[src/sv/acit_pkg.sv]
// shared operation codes, register offsets and constants for the i/o timer block
package acit_pkg;

	// item operation codes
	typedef enum logic [2:0] {
		OP_CPU_READ   = 3'd0,
		OP_CPU_WRITE  = 3'd1,
		OP_TICK       = 3'd2,
		OP_HOST_WRITE = 3'd3,
		OP_HOST_READ  = 3'd4
	} op_t;

	// register offsets within the window
	localparam logic [3:0] OFF_TEST     = 4'h0;
	localparam logic [3:0] OFF_CONTROL  = 4'h1;
	localparam logic [3:0] OFF_DSP_ADDR = 4'h2;
	localparam logic [3:0] OFF_DSP_DATA = 4'h3;
	localparam logic [3:0] OFF_PORT0    = 4'h4;
	localparam logic [3:0] OFF_PORT1    = 4'h5;
	localparam logic [3:0] OFF_PORT2    = 4'h6;
	localparam logic [3:0] OFF_PORT3    = 4'h7;
	localparam logic [3:0] OFF_SPARE0   = 4'h8;
	localparam logic [3:0] OFF_SPARE1   = 4'h9;
	localparam logic [3:0] OFF_TARGET0  = 4'hA;
	localparam logic [3:0] OFF_TARGET1  = 4'hB;
	localparam logic [3:0] OFF_TARGET2  = 4'hC;
	localparam logic [3:0] OFF_COUNT0   = 4'hD;
	localparam logic [3:0] OFF_COUNT1   = 4'hE;
	localparam logic [3:0] OFF_COUNT2   = 4'hF;

	// control register layout
	localparam logic [7:0] CONTROL_RESET = 8'h80;
	localparam int unsigned CTRL_CLEAR_LO = 4;
	localparam int unsigned CTRL_CLEAR_HI = 5;
	localparam int unsigned CTRL_ROM      = 7;

	// timers
	localparam int unsigned NUM_TIMERS  = 3;
	localparam logic [8:0]  TARGET_ZERO = 9'd256;

endpackage

[src/sv/audio_cpu_io_timer_block.sv]
// top level: i/o register window with three interval timers
//
// Input channel (in_valid/in_ready) carries one word per item: operation,
// reg_offset and write_data. Operations are cpu read, cpu write, clock tick,
// host port write and host port read. Output channel (out_valid/out_ready)
// returns exactly one word per item: read_data and rom_enabled (control
// bit 7 after the item has taken effect).
// The word accepted at one edge is loaded into the output register at that
// edge and is shown from the next cycle on. Throughput is one item per
// cycle while the output is not stalled; all state updates happen at the
// accepting edge through a single pass of short logic (prescaler compare,
// 9-bit stage compare per timer, register select).
// in_ready is high whenever the output register is empty or being taken in
// the same cycle, so a stalled receiver holds back at most one word and the
// block then stops taking items until that word leaves.
// Reset (arst_n low) sets control to 0x80 (boot rom on), clears every other
// register, the prescalers and the timers, and empties the output register.
module audio_cpu_io_timer_block
	import acit_pkg::*;
#(
	parameter int unsigned SLOW_DIVIDE = 128,
	parameter int unsigned FAST_DIVIDE = 16
) (
	input  logic       clk,
	input  logic       arst_n,
	input  logic       in_valid,
	output logic       in_ready,
	input  logic [2:0] operation,
	input  logic [3:0] reg_offset,
	input  logic [7:0] write_data,
	output logic       out_valid,
	input  logic       out_ready,
	output logic [7:0] read_data,
	output logic       rom_enabled
);

	localparam int unsigned SLOW_W = $clog2(SLOW_DIVIDE);
	localparam int unsigned FAST_W = $clog2(FAST_DIVIDE);
	localparam logic [SLOW_W-1:0] SLOW_LAST = SLOW_W'(SLOW_DIVIDE - 1);
	localparam logic [FAST_W-1:0] FAST_LAST = FAST_W'(FAST_DIVIDE - 1);

	// architectural state
	logic [7:0]        control_q, control_d;
	logic [7:0]        dsp_addr_q, dsp_addr_d;
	logic [7:0]        in_ports_q [4];
	logic [7:0]        in_ports_d [4];
	logic [7:0]        out_ports_q [4];
	logic [7:0]        out_ports_d [4];
	logic [7:0]        spare_q [2];
	logic [7:0]        spare_d [2];
	logic [7:0]        target_q [NUM_TIMERS];
	logic [7:0]        target_d [NUM_TIMERS];
	logic [7:0]        stage_q [NUM_TIMERS];
	logic [7:0]        stage_d [NUM_TIMERS];
	logic [3:0]        count_q [NUM_TIMERS];
	logic [3:0]        count_d [NUM_TIMERS];
	logic [SLOW_W-1:0] slow_q, slow_d;
	logic [FAST_W-1:0] fast_q, fast_d;

	// result register
	logic       out_valid_q;
	logic [7:0] read_data_q;
	logic       rom_q;

	logic       accept;
	logic [7:0] rd_d;
	logic       slow_wrap;
	logic       fast_wrap;
	logic [NUM_TIMERS-1:0] step_en;
	logic [1:0] target_idx;
	logic [1:0] count_idx;

	assign in_ready    = !out_valid_q || out_ready;
	assign accept      = in_valid && in_ready;
	assign out_valid   = out_valid_q;
	assign read_data   = read_data_q;
	assign rom_enabled = rom_q;

	// prescaler wrap detection
	assign slow_wrap = (slow_q == SLOW_LAST);
	assign fast_wrap = (fast_q == FAST_LAST);
	assign step_en   = {control_q[2] && fast_wrap,
	                    control_q[1] && slow_wrap,
	                    control_q[0] && slow_wrap};

	assign target_idx = 2'(reg_offset - OFF_TARGET0);
	assign count_idx  = 2'(reg_offset - OFF_COUNT0);

	// next state and read word for the offered item
	always_comb begin
		logic [8:0] stage_inc;
		logic [8:0] limit;
		control_d   = control_q;
		dsp_addr_d  = dsp_addr_q;
		in_ports_d  = in_ports_q;
		out_ports_d = out_ports_q;
		spare_d     = spare_q;
		target_d    = target_q;
		stage_d     = stage_q;
		count_d     = count_q;
		slow_d      = slow_q;
		fast_d      = fast_q;
		rd_d        = 8'h00;
		stage_inc   = 9'd0;
		limit       = 9'd0;
		case (op_t'(operation))
			OP_CPU_READ: begin
				case (reg_offset)
					OFF_DSP_ADDR: rd_d = dsp_addr_q;
					OFF_PORT0, OFF_PORT1, OFF_PORT2, OFF_PORT3: begin
						rd_d = in_ports_q[reg_offset[1:0]];
					end
					OFF_SPARE0, OFF_SPARE1: rd_d = spare_q[reg_offset[0]];
					OFF_COUNT0, OFF_COUNT1, OFF_COUNT2: begin
						rd_d = {4'h0, count_q[count_idx]};
						count_d[count_idx] = 4'h0;
					end
					default: rd_d = 8'h00;
				endcase
			end
			OP_CPU_WRITE: begin
				case (reg_offset)
					OFF_CONTROL: begin
						control_d = write_data;
						if (write_data[CTRL_CLEAR_LO]) begin
							in_ports_d[0] = 8'h00;
							in_ports_d[1] = 8'h00;
						end
						if (write_data[CTRL_CLEAR_HI]) begin
							in_ports_d[2] = 8'h00;
							in_ports_d[3] = 8'h00;
						end
					end
					OFF_DSP_ADDR: dsp_addr_d = write_data;
					OFF_PORT0, OFF_PORT1, OFF_PORT2, OFF_PORT3: begin
						out_ports_d[reg_offset[1:0]] = write_data;
					end
					OFF_SPARE0, OFF_SPARE1: spare_d[reg_offset[0]] = write_data;
					OFF_TARGET0, OFF_TARGET1, OFF_TARGET2: begin
						target_d[target_idx] = write_data;
					end
					default: ;
				endcase
			end
			OP_TICK: begin
				slow_d = slow_wrap ? '0 : slow_q + 1'b1;
				fast_d = fast_wrap ? '0 : fast_q + 1'b1;
				for (int t = 0; t < NUM_TIMERS; t++) begin
					stage_inc = {1'b0, stage_q[t]} + 9'd1;
					limit     = (target_q[t] == 8'h00) ? TARGET_ZERO : {1'b0, target_q[t]};
					if (step_en[t]) begin
						if (stage_inc >= limit) begin
							stage_d[t] = 8'h00;
							count_d[t] = count_q[t] + 4'd1;
						end else begin
							stage_d[t] = stage_inc[7:0];
						end
					end
				end
			end
			OP_HOST_WRITE: in_ports_d[reg_offset[1:0]] = write_data;
			OP_HOST_READ:  rd_d = out_ports_q[reg_offset[1:0]];
			default: ;
		endcase
	end

	// state registers, updated on each accepted word
	always_ff @(posedge clk or negedge arst_n) begin
		if (!arst_n) begin
			control_q  <= CONTROL_RESET;
			dsp_addr_q <= 8'h00;
			slow_q     <= '0;
			fast_q     <= '0;
			for (int i = 0; i < 4; i++) begin
				in_ports_q[i]  <= 8'h00;
				out_ports_q[i] <= 8'h00;
			end
			for (int i = 0; i < 2; i++) begin
				spare_q[i] <= 8'h00;
			end
			for (int t = 0; t < NUM_TIMERS; t++) begin
				target_q[t] <= 8'h00;
				stage_q[t]  <= 8'h00;
				count_q[t]  <= 4'h0;
			end
		end else if (accept) begin
			control_q   <= control_d;
			dsp_addr_q  <= dsp_addr_d;
			slow_q      <= slow_d;
			fast_q      <= fast_d;
			in_ports_q  <= in_ports_d;
			out_ports_q <= out_ports_d;
			spare_q     <= spare_d;
			target_q    <= target_d;
			stage_q     <= stage_d;
			count_q     <= count_d;
		end
	end

	// output valid flag
	always_ff @(posedge clk or negedge arst_n) begin
		if (!arst_n) begin
			out_valid_q <= 1'b0;
		end else if (accept) begin
			out_valid_q <= 1'b1;
		end else if (out_ready) begin
			out_valid_q <= 1'b0;
		end
	end

	// output word
	always_ff @(posedge clk) begin
		if (accept) begin
			read_data_q <= rd_d;
			rom_q       <= control_d[CTRL_ROM];
		end
	end

endmodule

[config.mk]
export PLATFORM = sky130hd
export DESIGN_NAME = audio_cpu_io_timer_block
export DESIGN_NICKNAME = d
export VERILOG_FILES = /design/src/sv/acit_pkg.sv /design/src/sv/audio_cpu_io_timer_block.sv
export SDC_FILE = /design/constraint.sdc
export NUM_CORES = 1
export LEC_CHECK = 0
export ABC_AREA = 1
export BUFFER_PORTS_ARGS = -buffer_cell sky130_fd_sc_hd__buf_2
export CAP_MARGIN = 30
export CORE_MARGIN = 5
export CORE_UTILIZATION = 59
export CTS_CLUSTER_DIAMETER = 80
export CTS_CLUSTER_SIZE = 8
export DETAILED_ROUTE_END_ITERATION = 16
export HOLD_SLACK_MARGIN = 0.03
export PLACE_DENSITY_LB_ADDON = 0.1
export SETUP_SLACK_MARGIN = 0.3
export SLEW_MARGIN = 40
export SYNTH_ARGS = -nofsm -noshare
export SYNTH_HDL_FRONTEND = slang
export SYNTH_SLANG_ARGS = --single-unit
[constraint.sdc]
create_clock -name clk -period 2.5 [get_ports clk]
set_input_delay 0.25 -clock clk [delete_from_list [all_inputs] [get_ports clk]]
set_output_delay 0.25 -clock clk [all_outputs]
set_load 0.05 [all_outputs]
==> summary.txt, run 1 <==
Outcome
  – Status: complete, no violations

Setup path
  – WP data arrival: between 2 and 3 ns
  – Worst reg2reg path endpoint: count_q[5]
  – Reg2Reg Setup Slack: around 0.15 ns
  – Crit Path Class: reg2reg
  – Critical path peak fanout: 5
  – Worst EP required: 2.88 ns
  – FF-to-FF path depth: 13
  – CP Launch Type: flip-flop
  – R2R Path Start: stage_q[9]
  – Kind of end point of the critical path: flip-flop

Job
  – Max-capacitance violation count: 0

Place
  – HPWL Detailed: 15500 um
  – GPL Wtd Cong: ~0.9
  – # port buffers: 29
  – Place WS: between 0.1 and 0.15 ns
  – Placed cell count: 1371

Layout
  – Util after Layout: 70.1%
  – Fill cells: 1249
  – Synth-to-Final Area Change: 16.6%
  – Count of non-filler cells in the finished layout: around 1.4k
  – Reg area: roughly 4400 um^2
  – N_diodes: 0
  – Area of the multi-input gates: roughly 4400 um^2
  – Share of layout cells above drive strength 1: between 10% and 20%
  – Fin nets: between 1k and 1.5k

Global route
  – Vias in the first global route: between 7k and 8k
  – Pin count of the biggest net entering global routing: 65
  – Gr ovfl total: 0
  – Global-route wire length before repair: around 38000 um
  – Tot GR Track Use: between 20% and 30%
  – Initial antenna violation count: 0

Yosys
  – Avg Inst Size Synth: between 7 and 8 um^2
  – Area share of the largest cell type after synthesis: around 45%
  – Yosys cell types: 34
  – Top_reg_cell synth: dfrtp_1
  – EDFF count, synth: 9
  – Post-synthesis register bit count: 173
  – Synth area leaders: dfrtp_1 (45%), nand2_1 (15%), o21ai_0 (8.6%), ha_1 (5.3%), nand3_1 (4.9%)
  – Sequential area share after synthesis: 47.9%
  – Most common cell in the synthesized netlist: nand2_1
  – Ys async rst share: a little over nine tenths
  – Syn nets: between 1k and 1.5k
  – Top post-synthesis cells by count: nand2_1 (354), dfrtp_1 (163), o21ai_0 (157)
  – Most area-hungry cell type in the Yosys netlist: dfrtp_1
  – Synth Instances: 1165
  – Yosys Warn Count: 0
  – Mapped cell area: 9140 um^2

Detailed routing
  – Metal-1 WL: 10000 um
  – DR WL met2: approximately 12000 um
  – Top Layer Used: met4
  – 1st-iter DRT viols: between 600 and 700
  – Drt drc: 0
  – Drt pass-1 iters: 5
  – Via/cell ratio: 5.62
  – Final WL: about 23000 um
  – DR WL/cell: roughly 16 um
  – Met3 wire len: ~1100 um
  – Antenna viol nets, final: 0
  – Vias post-DR: 8003

STA
  – # setup viols final: 0
  – Max-slew headroom: between 50% and 60%
  – Total negative slack: 0 ns
  – Fmax achieved: 426 MHz
  – Least-Margin Pin Slew: 0.721 ns
  – Slew Viols, Final: 0
  – Final worst setup slack: 0.151 ns
  – Minimum clock period: approximately 2.3 ns
  – RSZ-0062 raised after global routing: yes
  – Final period util: roughly 94%
  – Final Hold Viols: 0
  – Worst Clk Skew: about 0.012 ns

CTS
  – CTS tree: done
  – TritonCTS buffer count: 17
  – Clk buf depth: 2
  – Total clock sinks: ~170
  – H-tree depth: 4
  – Clock slew at reported path FFs: 0.07 ns
  – Clock root cell: clkbuf_16
  – Worst-Skew Late Latency: between 0.4 and 0.5 ns

Worst hold path
  – Hold path depth: 4
  – Hold Crit Class: in2reg
  – Hold Path Origin: out_ready
  – End of the worst hold path: out_valid

Floorplanning
  – CORE AREA: around 15000 um^2
  – I/O pins: 30
  – Row cnt: between 40 and 50
  – Die Area: between 15000 and 20000 um^2
  – Initial Utilization: 60.1%
  – Die height: roughly 130 um
  – Die X: approximately 130 um

Power and ir drop
  – Power, Total: roughly 6.6 mW
  – P_leak: slightly above 5 nW
  – Peak VDD IR: 0.536 mV
  – Cell area power density: 620 nW/um^2
layout make-up:
type	count	area share, %
multi-input combinational	839	41.8
sequential	173	41.1
timing repair buffer	86	5.88
clock buffer	18	4.03
inverter	106	3.74
tap	188	2.21
clock inverter	14	1.29
registers in the layout, summed over array words and instances (netlist names):
signal       count
stage_q         24
target_q        24
dsp_addr_q       8
slow_q           7
out_ports_q     32
control_q        4
spare_q         16
in_ports_q      32
count_q         12
rom_enabled      1
read_data        8
fast_q           4
out_valid        1
through the flow:
| stage | instance area [um^2] | hold slack (ns) |
|---|---|---|
| after floorplan | 9140 | -0.0456 |
| after global placement | 9630 | 0.280 |
| after detailed placement | 9630 | 0.284 |
| after CTS | 10400 | 0.0420 |
| after global routing | 10700 | 0.0820 |
| final | 10700 | 0.0523 |
kinds of logic (layout without fill, tap and decap cells):
| logic type | after synthesis | in the layout | share of synthesized area, % |
|---|---|---|---|
| adders and majority gates | 39 | 39 | 5.34 |
| and+or+nand+nor | 571 | 571 | 26.3 |
| AOI/OAI and AO/OA | 207 | 207 | 11.7 |
| DFF | 173 | 173 | 47.9 |
| buffers and inverters | 153 | 224 | 6.66 |
| xor gates and xnor gates | 22 | 22 | 2.11 |
where the power goes:
part	switching (mW)	total (mW)	internal (mW)
clock	1.18	2.57	1.39
sequential	0.152	3.18	3.02
combinational	0.566	0.860	0.294
how the worst max path moves through the flow:
stage / from / to / slack (ns) / cells after the start
global route: stage_q[10] / count_q[5] / -0.04 / 13
global placement: stage_q[8] / count_q[5] / 0.26 / 10
finish: stage_q[9] / count_q[5] / 0.15 / 13
floorplan: stage_q[16] / stage_q[21] / 0.32 / 12
detailed placement: stage_q[16] / stage_q[22] / 0.10 / 11
CTS: stage_q[9] / count_q[5] / 0.27 / 13
layer usage:
layer	global-route usage [%]	up-vias
li1	-	3941
met1	34.5	3802
met2	44.3	221
met3	4.95	39
met4	8.60	0
met5	0	-
placed cells by master (no fill, tap or decap), types with 3 or more instances in the layout:
cell	instances
nand2_1	346
dfrtp_1	161
o21ai_0	151
inv_1	102
nand3_1	74
nor2_1	66
buf_4	51
ha_1	34
nand4_1	30
buf_2	28
a21oi_1	19
clkbuf_16	17
o21ai_1	13
nand3_2	12
xor2_1	11
o22ai_1	9
edfxtp_1	9
nor4_1	7
nand2_2	7
xor2_2	6
nor2_4	6
nor2_2	6
nor3_1	6
xnor2_1	5
a21oi_2	5
nand3_4	3
inv_2	3
ha_2	3
clkinv_2	3
clkinv_4	3
inv_8	3
buf_6	3
buf_12	3
worst max-delay path, cell delays in order (launching register included):
cell and delay (ns):
dfrtp_1 0.39, ha_2 0.24, nand3_4 0.10, nor2_4 0.10, nand2_2 0.06, xor2_2 0.15
ha_1 0.30, nand2_1 0.07, a21oi_1 0.06, nor2_1 0.18, nand4_1 0.31, nand3_2 0.20
nand2_1 0.07, nand2_1 0.06
repair_timing:
action,4_1_cts,5_1_grt
pin swaps,21,38
endpoints found under the hold margin,58,0
endpoints found under the setup margin,36,36
buffers inserted,16,4
hold buffers,1,0
gates resized for setup,24,50
No activity file was read; power rests on OpenSTA's default activity.
==> run 2: changes to the inputs <==
Settings changed: CORE_UTILIZATION 59 to 40.
==> run 2 against run 1 <==
Compared with the run above:
- die area up 44%
- first-iteration DRC count down 27%
- global-route usage down 7.0 points
- clock-buffer cell count up 1
- register-to-register slack better by 0.14 ns
==> summary.txt, run 2 (synthesis gave the netlist of run 1 again) <==
Setup path
  – WP data arrival: around 2.5 ns
  – R2R Path Start: stage_q[1]
  – FF-to-FF path depth: 13
  – Worst EP required: 2.80 ns
  – Crit Path Class: reg2reg
  – CP Launch Type: flip-flop
  – Kind of end point of the critical path: flip-flop
  – Worst reg2reg path endpoint: stage_q[6]
  – Critical path peak fanout: 8
  – Reg2Reg Setup Slack: 0.29 ns

STA
  – Slew Viols, Final: 0
  – Minimum clock period: 2.21 ns
  – Max-slew headroom: between 50% and 60%
  – Worst Clk Skew: 0.0119 ns
  – Total negative slack: 0 ns
  – Final period util: between 80 and 90%
  – Final Hold Viols: 0
  – # setup viols final: 0
  – RSZ-0062 raised after global routing: yes
  – Least-Margin Pin Slew: 0.740 ns
  – Fmax achieved: between 400 and 500 MHz

CTS
  – TritonCTS buffer count: 17
  – Clock root cell: clkbuf_16
  – Total clock sinks: 173
  – CTS tree: done
  – Worst-Skew Late Latency: 0.43 ns
  – H-tree depth: 4
  – Clk buf depth: 2
  – Clock slew at reported path FFs: roughly 0.07 ns

Place
  – Placed cell count: roughly 1.5k
  – Post-DP Area: around 9700 um^2
  – GPL Wtd Cong: 0.853
  – HPWL Detailed: 16600 um
  – # port buffers: 29

Detailed routing
  – DR WL/cell: 16.2 um
  – Via/cell ratio: 5.09
  – Vias post-DR: ~7.7k
  – Drt pass-1 iters: 5
  – Drt drc: 0
  – Final WL: between 20000 and 25000 um
  – 1st-iter DRT viols: 444
  – Antenna viol nets, final: 0

Layout
  – Fin nets: approximately 1.3k
  – Commonest non-fill, non-tap cell in the layout: nand2_1
  – Biggest regs: in_ports_q x32, out_ports_q x32
  – Share of layout cells above drive strength 1: between 10% and 20%
  – N_diodes: 0
  – Util after Layout: a little under half
  – Synth-to-Final Area Change: 17.6%
  – Count of non-filler cells in the finished layout: between 1.5k and 2k
  – Post-route cell area: 10700 um^2
  – Most frequent cells in the layout: nand2_1 (347), dfrtp_1 (162), o21ai_0 (149)

Worst hold path
  – Hold Path Origin: out_ready
  – Hold Crit Class: in2reg
  – Hold path depth: 4
  – End of the worst hold path: out_valid

Floorplanning
  – I/O pins: 30
  – Die height: around 160 um
  – Die Area: about 26000 um^2
  – Initial Utilization: between 40% and 50%
  – Die X: between 150 and 200 um
  – CORE AREA: ~23000 um^2
  – Row cnt: 55

Outcome
  – Status: complete, no violations

Global route
  – Initial antenna violation count: 0
  – Global routing usage on met1: ~26%
  – Gr ovfl total: 0
  – Global-route wire length before repair: approximately 40000 um
  – Global route hottest layer: met2
  – GRT met2 Usage: between 30% and 40%
  – Pin count of the biggest net entering global routing: a little over 70
  – Vias in the first global route: between 7k and 8k
  – Met3 Resource Use GR: under 10%
  – Tot GR Track Use: 19.3%

Power and ir drop
  – P_leak: approximately 5 nW
  – Peak VDD IR: just under 0.4 mV
  – Cell area power density: approximately 620 nW/um^2

Job
  – Max-capacitance violation count: 0
==> run 2: cell count changes in the layout (fill, tap and decap cells not counted), moves of 3 or more <==
cell / before / now
nor2_1: 66 / 69
ha_2: 3 / 0
clkinv_2: 3 / 0
buf_4: 51 / 44
inv_6: 2 / 5
==> run 2: final cells by class <==
class                      count  area (um^2)
clock inverter                13          134
inverter                     106          398
multi-input combinational    839         4470
fill                        2268        11800
sequential                   173         4380
tap                          285          357
timing repair buffer          78          554
clock buffer                  19          454
==> run 2: routing by layer <==
metal | up-vias | wire, um
met1 | 3650 | 11400
met3 | 27 | 671
met4 | 0 | 437
li1 | 3924 | -
met2 | 100 | 12000
met5 | - | 0
==> run 2: worst max-delay path, stage by stage (launching register included) <==
cell	delay [ns]
dfrtp_1	0.43
ha_4	0.18
nand3_4	0.09
nor2_4	0.12
nand2_2	0.06
xor2_2	0.15
ha_1	0.30
nand2_1	0.07
nor2_2	0.12
nand2_1	0.09
buf_4	0.13
and3_4	0.21
nand3_1	0.08
o21ai_0	0.08
==> run 2: timing repair <==
action / CTS / global route
setup endpoints to repair: 35 / 37
hold buffers: 1 / 0
hold endpoints to repair: 26 / 0
buffers inserted: 8 / 8
resized for setup: 19 / 55
pin swaps: 17 / 30
==> run 2: how the worst max path moves through the flow <==
stage                           start  cells after the start          end
after detailed placement  stage_q[16]                     11  stage_q[22]
after global placement     stage_q[8]                     13   count_q[5]
after floorplan           stage_q[16]                     12  stage_q[21]
after global routing       stage_q[8]                     13   count_q[4]
after CTS                 stage_q[17]                     11  stage_q[22]
final                      stage_q[1]                     13   stage_q[6]
==> run 2: where the power goes <==
group          switching [mW]  internal [mW]
sequential              0.151           3.02
clock                    1.29           1.39
combinational           0.563          0.292
total                    2.01           4.71
==> run 2: stage by stage <==
stage | setup WS [ns] | hold slack [ns] | total power [mW]
2_1_floorplan | 0.322 | -0.0456 | 3.74
6_report | 0.287 | 0.0746 | 6.71
3_3_place_gp | 0.216 | 0.154 | 4.04
5_1_grt | 0.141 | 0.0802 | 7.04
3_5_place_dp | 0.132 | 0.148 | 4.05
4_1_cts | 0.258 | 0.0653 | 6.76
